### src/sv/qsd_pkg.sv
// Shared types and constants for the quad-SPI sample deserializer.
// Depends on nothing; imported by qsd_core, the top level and the testbench.
`timescale 1ns / 1ps

package qsd_pkg;

  localparam int NIBBLES_PER_WORD = 16;
  localparam int COUNT_BITS       = 20;
  localparam int NIB_W            = 4;
  localparam int WORD_W           = NIBBLES_PER_WORD * NIB_W;
  localparam int SLOT_W           = $clog2(NIBBLES_PER_WORD);
  localparam int WNIB_W           = $clog2(NIBBLES_PER_WORD + 1);
  localparam int SAMPLE_W         = 8;
  localparam int MODE_W           = 2;

  // Bit positions inside one sample.
  localparam int CLK_POS = 5;
  localparam int SEL_POS = 4;

  // Edge mode codes. Code three is treated like MODE_FIRST.
  localparam logic [MODE_W-1:0] MODE_AFTER  = 2'd0;
  localparam logic [MODE_W-1:0] MODE_BEFORE = 2'd1;
  localparam logic [MODE_W-1:0] MODE_FIRST  = 2'd2;

  typedef struct packed {
    logic [WORD_W-1:0]     packed_word;
    logic [WNIB_W-1:0]     word_nibbles;
    logic                  frame_done;
    logic [COUNT_BITS-1:0] frame_nibbles;
  } qsd_result_t;

endpackage

### src/sv/qsd_core.sv
// Frame tracking, nibble capture and word packing for one sample per step.
// Depends on qsd_pkg for widths, mode codes and the result struct.
`timescale 1ns / 1ps

module qsd_core import qsd_pkg::*; (
  input  logic                clk_i,
  input  logic                rst_ni,
  input  logic                step_i,
  input  logic [SAMPLE_W-1:0] sample_byte_i,
  input  logic                capture_end_i,
  input  logic [MODE_W-1:0]   edge_mode_i,
  output logic                res_valid_o,
  output qsd_result_t         res_o
);

  typedef enum logic [1:0] {
    PH_SEARCH,
    PH_FRAME,
    PH_IDLE
  } phase_e;

  phase_e                phase_q, phase_d;
  logic [5:0]            prev_q, prev_d;
  logic                  pif_q, pif_d;
  logic [WORD_W-1:0]     acc_q, acc_d;
  logic [SLOT_W-1:0]     slot_q, slot_d;
  logic [COUNT_BITS-1:0] total_q, total_d;

  logic [5:0]        s;
  logic              sel, fall, before_mode, first_cap;
  logic              cap, frame_ends, word_ready;
  logic [NIB_W-1:0]  cap_nib;
  logic [WORD_W-1:0] acc_cap;

  assign s           = sample_byte_i[5:0];
  assign sel         = s[SEL_POS];
  assign fall        = prev_q[CLK_POS] & ~s[CLK_POS];
  assign before_mode = (edge_mode_i != MODE_AFTER);
  // MODE_FIRST and the unused code three both have the upper bit set.
  assign first_cap   = edge_mode_i[1];

  always_comb begin
    phase_d    = phase_q;
    pif_d      = pif_q;
    cap        = 1'b0;
    cap_nib    = s[NIB_W-1:0];
    frame_ends = 1'b0;

    case (phase_q)
      PH_SEARCH: begin
        if (sel) begin
          phase_d = PH_FRAME;
          if (first_cap || (!before_mode && fall)) begin
            cap = 1'b1;
          end
          pif_d = !first_cap;
          frame_ends = capture_end_i;
        end
      end
      PH_FRAME: begin
        // In the pre-edge modes the nibble comes from the sample before the edge.
        if (before_mode && pif_q && fall) begin
          cap     = 1'b1;
          cap_nib = prev_q[NIB_W-1:0];
        end
        if (sel) begin
          if (!before_mode && fall) begin
            cap = 1'b1;
          end
          pif_d = 1'b1;
          frame_ends = capture_end_i;
        end else begin
          frame_ends = 1'b1;
        end
      end
      PH_IDLE: begin
      end
      default: begin
        phase_d = PH_SEARCH;
      end
    endcase

    acc_cap = acc_q;
    acc_cap[int'(slot_q) * NIB_W +: NIB_W] = acc_q[int'(slot_q) * NIB_W +: NIB_W] | cap_nib;

    acc_d      = acc_q;
    slot_d     = slot_q;
    total_d    = total_q;
    word_ready = 1'b0;
    if (cap) begin
      if (total_q != '1) begin
        total_d = total_q + 1'b1;
      end
      if (slot_q == SLOT_W'(NIBBLES_PER_WORD - 1)) begin
        word_ready = 1'b1;
        acc_d      = '0;
        slot_d     = '0;
      end else begin
        acc_d  = acc_cap;
        slot_d = slot_q + 1'b1;
      end
    end

    res_o.frame_nibbles = total_d;
    if (word_ready) begin
      res_valid_o        = 1'b1;
      res_o.packed_word  = acc_cap;
      res_o.word_nibbles = WNIB_W'(NIBBLES_PER_WORD);
      res_o.frame_done   = frame_ends;
    end else begin
      res_valid_o        = frame_ends && (acc_d != '0);
      res_o.packed_word  = acc_d;
      res_o.word_nibbles = WNIB_W'(slot_d);
      res_o.frame_done   = 1'b1;
    end

    if (frame_ends) begin
      phase_d = PH_IDLE;
      acc_d   = '0;
      slot_d  = '0;
      pif_d   = 1'b0;
    end
    prev_d = s;

    // The last sample of a capture rearms the whole frame state.
    if (capture_end_i) begin
      phase_d = PH_SEARCH;
      prev_d  = '0;
      pif_d   = 1'b0;
      acc_d   = '0;
      slot_d  = '0;
      total_d = '0;
    end
  end

  always_ff @(posedge clk_i or negedge rst_ni) begin
    if (!rst_ni) begin
      phase_q <= PH_SEARCH;
      prev_q  <= '0;
      pif_q   <= 1'b0;
      acc_q   <= '0;
      slot_q  <= '0;
      total_q <= '0;
    end else if (step_i) begin
      phase_q <= phase_d;
      prev_q  <= prev_d;
      pif_q   <= pif_d;
      acc_q   <= acc_d;
      slot_q  <= slot_d;
      total_q <= total_d;
    end
  end

endmodule

### src/sv/quad_spi_sample_deserializer_top.sv
// A sample's word, if any, is registered in the output register when the core steps on it.
// Throughput: one sample per cycle; the input register drains into the core
// whenever the output register is empty or being taken in the same cycle.
// Reset (rst_ni low, asynchronous) clears edge mode to 0, the frame state and
// the valid flags of both pipeline registers; the block then searches for select high.
// Depends on qsd_pkg and qsd_core.
`timescale 1ns / 1ps

module quad_spi_sample_deserializer_top import qsd_pkg::*; (
  input  logic                  clk_i,
  input  logic                  rst_ni,
  input  logic                  cfg_valid_i,
  output logic                  cfg_ready_o,
  input  logic [MODE_W-1:0]     cfg_data_i,
  input  logic                  in_valid_i,
  output logic                  in_ready_o,
  input  logic [SAMPLE_W-1:0]   sample_byte_i,
  input  logic                  capture_end_i,
  output logic                  out_valid_o,
  input  logic                  out_ready_i,
  output logic [WORD_W-1:0]     packed_word_o,
  output logic [WNIB_W-1:0]     word_nibbles_o,
  output logic                  frame_done_o,
  output logic [COUNT_BITS-1:0] frame_nibbles_o
);

  logic [MODE_W-1:0]   mode_q;
  logic                in_valid_q;
  logic [SAMPLE_W-1:0] sample_q;
  logic                end_q;
  logic                out_valid_q;
  qsd_result_t         out_q;
  logic                step;
  logic                res_valid;
  qsd_result_t         res;

  assign cfg_ready_o = 1'b1;
  assign step        = in_valid_q && (!out_valid_q || out_ready_i);
  assign in_ready_o  = !in_valid_q || step;

  always_ff @(posedge clk_i or negedge rst_ni) begin
    if (!rst_ni) begin
      mode_q <= MODE_AFTER;
    end else if (cfg_valid_i) begin
      mode_q <= cfg_data_i;
    end
  end

  always_ff @(posedge clk_i or negedge rst_ni) begin
    if (!rst_ni) begin
      in_valid_q <= 1'b0;
    end else if (in_ready_o) begin
      in_valid_q <= in_valid_i;
    end
  end

  always_ff @(posedge clk_i) begin
    if (in_ready_o && in_valid_i) begin
      sample_q <= sample_byte_i;
      end_q    <= capture_end_i;
    end
  end

  qsd_core u_core (
    .clk_i         (clk_i),
    .rst_ni        (rst_ni),
    .step_i        (step),
    .sample_byte_i (sample_q),
    .capture_end_i (end_q),
    .edge_mode_i   (mode_q),
    .res_valid_o   (res_valid),
    .res_o         (res)
  );

  always_ff @(posedge clk_i or negedge rst_ni) begin
    if (!rst_ni) begin
      out_valid_q <= 1'b0;
    end else if (step && res_valid) begin
      out_valid_q <= 1'b1;
    end else if (out_ready_i) begin
      out_valid_q <= 1'b0;
    end
  end

  always_ff @(posedge clk_i) begin
    if (step && res_valid) begin
      out_q <= res;
    end
  end

  assign out_valid_o     = out_valid_q;
  assign packed_word_o   = out_q.packed_word;
  assign word_nibbles_o  = out_q.word_nibbles;
  assign frame_done_o    = out_q.frame_done;
  assign frame_nibbles_o = out_q.frame_nibbles;

  // A word never carries zero nibbles or more than a full word.
  a_nibbles_range: assert property (@(posedge clk_i) disable iff (!rst_ni)
    out_valid_o |-> (word_nibbles_o != '0) &&
                    (word_nibbles_o <= WNIB_W'(NIBBLES_PER_WORD)))
    else $error("word nibble count out of range");

  // Only the word that ends a frame may be partial.
  a_partial_final: assert property (@(posedge clk_i) disable iff (!rst_ni)
    (out_valid_o && !frame_done_o) |-> (word_nibbles_o == WNIB_W'(NIBBLES_PER_WORD)))
    else $error("partial word emitted before frame end");

  // The frame count includes every nibble of the word being delivered.
  a_total_covers: assert property (@(posedge clk_i) disable iff (!rst_ni)
    out_valid_o |-> (frame_nibbles_o >= COUNT_BITS'(word_nibbles_o)))
    else $error("frame nibble count below word nibble count");

  // A sample waiting in the input register moves on as soon as the output is free.
  a_no_stall: assert property (@(posedge clk_i) disable iff (!rst_ni)
    (in_valid_q && !out_valid_q) |-> step)
    else $error("input register stalled with empty output");

endmodule

### config.mk
export PLATFORM = sky130hd
export DESIGN_NAME = quad_spi_sample_deserializer_top
export DESIGN_NICKNAME = d
export VERILOG_FILES = /design/src/sv/qsd_pkg.sv /design/src/sv/qsd_core.sv /design/src/sv/quad_spi_sample_deserializer_top.sv
export SDC_FILE = /design/constraint.sdc
export NUM_CORES = 1
export LEC_CHECK = 0
export BUFFER_PORTS_ARGS = -buffer_cell sky130_fd_sc_hd__buf_2
export CORE_ASPECT_RATIO = 1.2
export CORE_MARGIN = 2
export CORE_UTILIZATION = 31
export DETAILED_ROUTE_END_ITERATION = 10
export HOLD_SLACK_MARGIN = 0.1
export PLACE_DENSITY = 0.46
export SLEW_MARGIN = 40
export SYNTH_ARGS = -nofsm -noshare
export SYNTH_HDL_FRONTEND = slang
export SYNTH_SLANG_ARGS = --single-unit
### constraint.sdc
create_clock -name clk_i -period 24.7 [get_ports clk_i]
set_input_delay 2.47 -clock clk_i [delete_from_list [all_inputs] [get_ports clk_i]]
set_output_delay 2.47 -clock clk_i [all_outputs]
set_load 0.03 [all_outputs]
==> results_tabular.tex <==
\begin{tabular}{lr}
\hline
Metric & Value \\
\hline
\multicolumn{2}{l}{\textbf{Floorplan}} \\
\quad Total number of placement rows & 73 \\
\quad Std-Cell Core Area & 33100 um\^{}2 \\
\quad Chip width & 171 um \\
\quad I/O pin cnt & 109 \\
\quad Vert. Die Dim & 204 um \\
\quad Die area & 34900 um\^{}2 \\
\quad Starting density of the core & 31.4\% \\
\multicolumn{2}{l}{\textbf{Yosys}} \\
\quad Post-synthesis sequential area ratio & 52.2\% \\
\quad Yosys Warn Count & 0 \\
\quad Number of nets produced by synthesis & 1024 \\
\quad Top post-synthesis cells by area & sky130\_fd\_sc\_hd\_\_edfxtp\_1, sky130\_fd\_sc\_hd\_\_dfrtp\_1, sky130\_fd\_sc\_hd\_\_nand2\_1 \\
\quad Post-synth EDFFs & 97 \\
\quad Fraction of synthesized cell area taken by the top area cell type & 28.1\% \\
\quad Mapped Area & 10400 um\^{}2 \\
\quad Synth Area per Inst & 10.3 um\^{}2 \\
\quad FF+latch count, synth & 197 \\
\quad Synth unique cells & 81 \\
\quad Post-Syn Instances & 1002 \\
\quad Most instantiated flip-flop cell in the synthesis netlist & sky130\_fd\_sc\_hd\_\_dfrtp\_1 \\
\quad Share of flip-flops with an asynchronous set or reset & 50.8\% \\
\quad Cell taking the most area after synthesis & sky130\_fd\_sc\_hd\_\_edfxtp\_1 \\
\multicolumn{2}{l}{\textbf{Global routing}} \\
\quad Initial antenna violation count & 0 \\
\quad Total routing usage reported by global routing & 21.8\% \\
\quad Total gr overflow & 0 \\
\quad Maximum number of pins on one net before global-route repair & 60 \\
\quad Global-route wire length before repair & 55900 um \\
\quad Via count of the first global-routing pass & 8624 \\
\multicolumn{2}{l}{\textbf{Cells and area}} \\
\quad Post-route non-filler standard cell count & 1562 \\
\quad Layout overhead on the synthesized area & 16.0\% \\
\quad Nets & 1121 \\
\quad Fraction of final layout cells with drive strength greater than 1 & 20.9\% \\
\quad Ant. Diodes & 0 \\
\quad Layout fillers & 3379 \\
\quad Multi-input logic area & 4730 um\^{}2 \\
\quad Layout Cell Area excl Fill & 12000 um\^{}2 \\
\quad Reg area & 5420 um\^{}2 \\
\multicolumn{2}{l}{\textbf{Placed design}} \\
\quad Area after detailed placement & 11500 um\^{}2 \\
\quad HPWL reported at the end of detailed placement & 26400 um \\
\quad IO buf count & 105 \\
\quad Number of instances in the placed design & 1530 \\
\quad Final weighted congestion of routability-driven global placement & 0.968 \\
\multicolumn{2}{l}{\textbf{Timing}} \\
\quad Slew at the pin closest to its max-slew limit & 0.867 ns \\
\quad Worst relative slew slack & 42.1\% \\
\quad Setup total negative slack & 0 ns \\
\quad Skew final & 0.0142 ns \\
\quad Final setup violation count & 0 \\
\quad Time the final worst path needs with I/O delays and setup & 5.77 ns \\
\quad RSZ-0062 raised after global routing & false \\
\quad Crit share post-route & 23.4\% \\
\quad Upper clock frequency limit & 0.173 GHz \\
\quad Number of max-slew violations in the final report & 0 \\
\quad Final hold violations & 0 \\
\multicolumn{2}{l}{\textbf{Clock tree}} \\
\quad TritonCTS clock tree & built \\
\quad Clock-pin slew of the registers on the worst-case setup and hold paths & 0.07 ns \\
\quad Post-CTS Hold Fix Bufs & 0 \\
\quad CTS buffer count & 17 \\
\quad Maximum clock path buffer count & 2 \\
\quad Skew-Pair Late Insertion Delay & 0.46 ns \\
\quad Clock root buffer & sky130\_fd\_sc\_hd\_\_clkbuf\_16 \\
\quad H-tree lvl count & 4 \\
\quad Post-CTS setup buffer count & 0 \\
\quad Clock sink total & 197 \\
\quad Cts repair resizes & 0 \\
\multicolumn{2}{l}{\textbf{Run status}} \\
\quad Status & finished clean \\
\multicolumn{2}{l}{\textbf{Detailed routing}} \\
\quad Post-DRT Antenna Nets & 0 \\
\quad Vias & 8736 \\
\quad Overall routed net length & 37100 um \\
\quad Starting DRT DRC Count & 735 \\
\quad Post-route DRC violation count & 0 \\
\quad Routed wire per std cell & 23.8 um \\
\quad Drt via density & 5.59 \\
\quad DR pass1 iterations & 5 \\
\multicolumn{2}{l}{\textbf{Power}} \\
\quad Maximum VDD drop & 43.7 uV \\
\quad Standby leakage power & 4.65 nW \\
\quad Power density of the placed cells & 83.5 nW/um\^{}2 \\
\multicolumn{2}{l}{\textbf{Job}} \\
\quad Max-cap violation count & 0 \\
\multicolumn{2}{l}{\textbf{Critical path}} \\
\quad Worst path arrival time & 3.30 ns \\
\quad Worst setup EP type & output port \\
\quad Required time at the worst-slack endpoint & 22.23 ns \\
\quad Type of origin of the critical path & input port \\
\quad Critical Path Fanout Max & 5 \\
\quad Worst Setup Path Type & input port to output port \\
\multicolumn{2}{l}{\textbf{Min path}} \\
\quad Classification of the worst-slack hold path & flip-flop to flip-flop \\
\hline
\end{tabular}
==> worst paths after layout <==
path | endpoint | start | depth (start not counted) | slack (ns)
max | in_ready_o | out_ready_i | 4 | 18.93
min | u_core.prev_q[2] | u_core.prev_q[2] | 2 | 0.47
max reg2reg | packed_word_o[17] | u_core.slot_q[0] | 12 | 19.14
min reg2reg | u_core.prev_q[2] | u_core.prev_q[2] | 2 | 0.47
max in group asynchronous | u_core.acc_q[19] | rst_ni | 2 | 21.44
min in group asynchronous | u_core.slot_q[2] | rst_ni | 1 | 2.04
==> layer usage <==
layer	up-vias	part of all wire, %	GRT usage, %
li1	3968	-	-
met1	4401	44	28.9
met2	292	48	35.6
met3	75	4.5	3.20
met4	0	3.8	9.32
met5	-	0	0
==> cell usage after synthesis, drive strengths merged (14+ instances only) <==
cell	n
edfxtp	97
buf	16
mux2	28
nand2	182
nand2b	14
clkbuf	36
nor2	59
nand3	21
o31ai	19
nor3	20
inv	15
a21oi	29
o21ai	127
dfrtp	100
a22o	34
mux4	15
==> cell families after synthesis <==
logic type | Yosys count | share of synthesized area [%]
multiplexers | 51 | 7.07
other | 1 | 0.0362
buffers and inverters | 68 | 2.85
flip-flops | 197 | 52.2
XOR/XNOR | 18 | 1.52
AO/OA/AOI/OAI | 293 | 18.7
adder cells (fa/ha/maj) | 6 | 0.724
AND/OR/NAND/NOR | 368 | 16.9
==> worst max-delay path, stage by stage <==
cell and delay (ns):
sky130_fd_sc_hd__buf_2 0.10, sky130_fd_sc_hd__nor2b_1 0.37, sky130_fd_sc_hd__nand2_1 0.16, sky130_fd_sc_hd__buf_2 0.21
==> flip-flops by register name (all words and copies together), names as in the netlist <==
register	count
end_q	1
frame_done_o	1
u_core.total_q	20
packed_word_o	64
u_core.pif_q	1
mode_q	2
sample_q	6
in_valid_q	1
u_core.prev_q	5
u_core.phase_q	2
u_core.acc_q	64
out_valid_o	1
frame_nibbles_o	20
word_nibbles_o	5
u_core.slot_q	4
==> through the flow <==
| stage | utilization [%] | total power [mW] | setup WS, ns | hold WS (ns) |
|---|---|---|---|---|
| 2_1_floorplan | - | 0.628 | 16.56 | 0.430 |
| 3_3_place_gp | 34.6 | 0.742 | 18.88 | 0.451 |
| 3_5_place_dp | 34.7 | 0.744 | 18.90 | 0.456 |
| 4_1_cts | 36.4 | 1.01 | 18.90 | 0.473 |
| 5_1_grt | 36.4 | 1.05 | 18.88 | 0.505 |
| 6_report | 36.4 | 1.00 | 18.93 | 0.467 |
==> power breakdown <==
group          switching (mW)  leakage [nW]  internal [mW]
Combinational           0.250          2.09         0.0772
Sequential             0.0148          2.29          0.395
Clock                   0.137         0.268          0.131
Total                   0.402          4.65          0.603
==> cell usage in the layout (no fill, tap or decap), drive strengths merged, types with 7 or more instances in the layout <==
cell type	netlist	layout
nand2	182	182
clkinv	1	9
o21ai	127	127
inv	15	21
a22o	34	34
a21oi	29	29
o31ai	19	19
buf	16	130
nor3	20	20
nor2b	8	8
xor2	8	8
mux2i	8	8
and3	12	12
edfxtp	97	97
dfrtp	100	100
o22ai	11	11
nor2	59	59
xnor2	10	10
mux2	28	28
a2111oi	7	7
nand2b	14	14
nor4	10	10
nand3	21	21
clkbuf	36	17
a211oi	9	9
a31oi	9	9
mux4	15	15
nand4	8	8
==> area by class of cell <==
class / count / share of cell area (%)
multi-input combinational: 737 / 39.3
tap: 450 / 4.68
clock buffer: 17 / 3.54
inverter: 16 / 0.499
sequential: 197 / 45.0
timing repair buffer: 130 / 5.93
clock inverter: 15 / 0.998
Power figures use the tool's default switching activity.
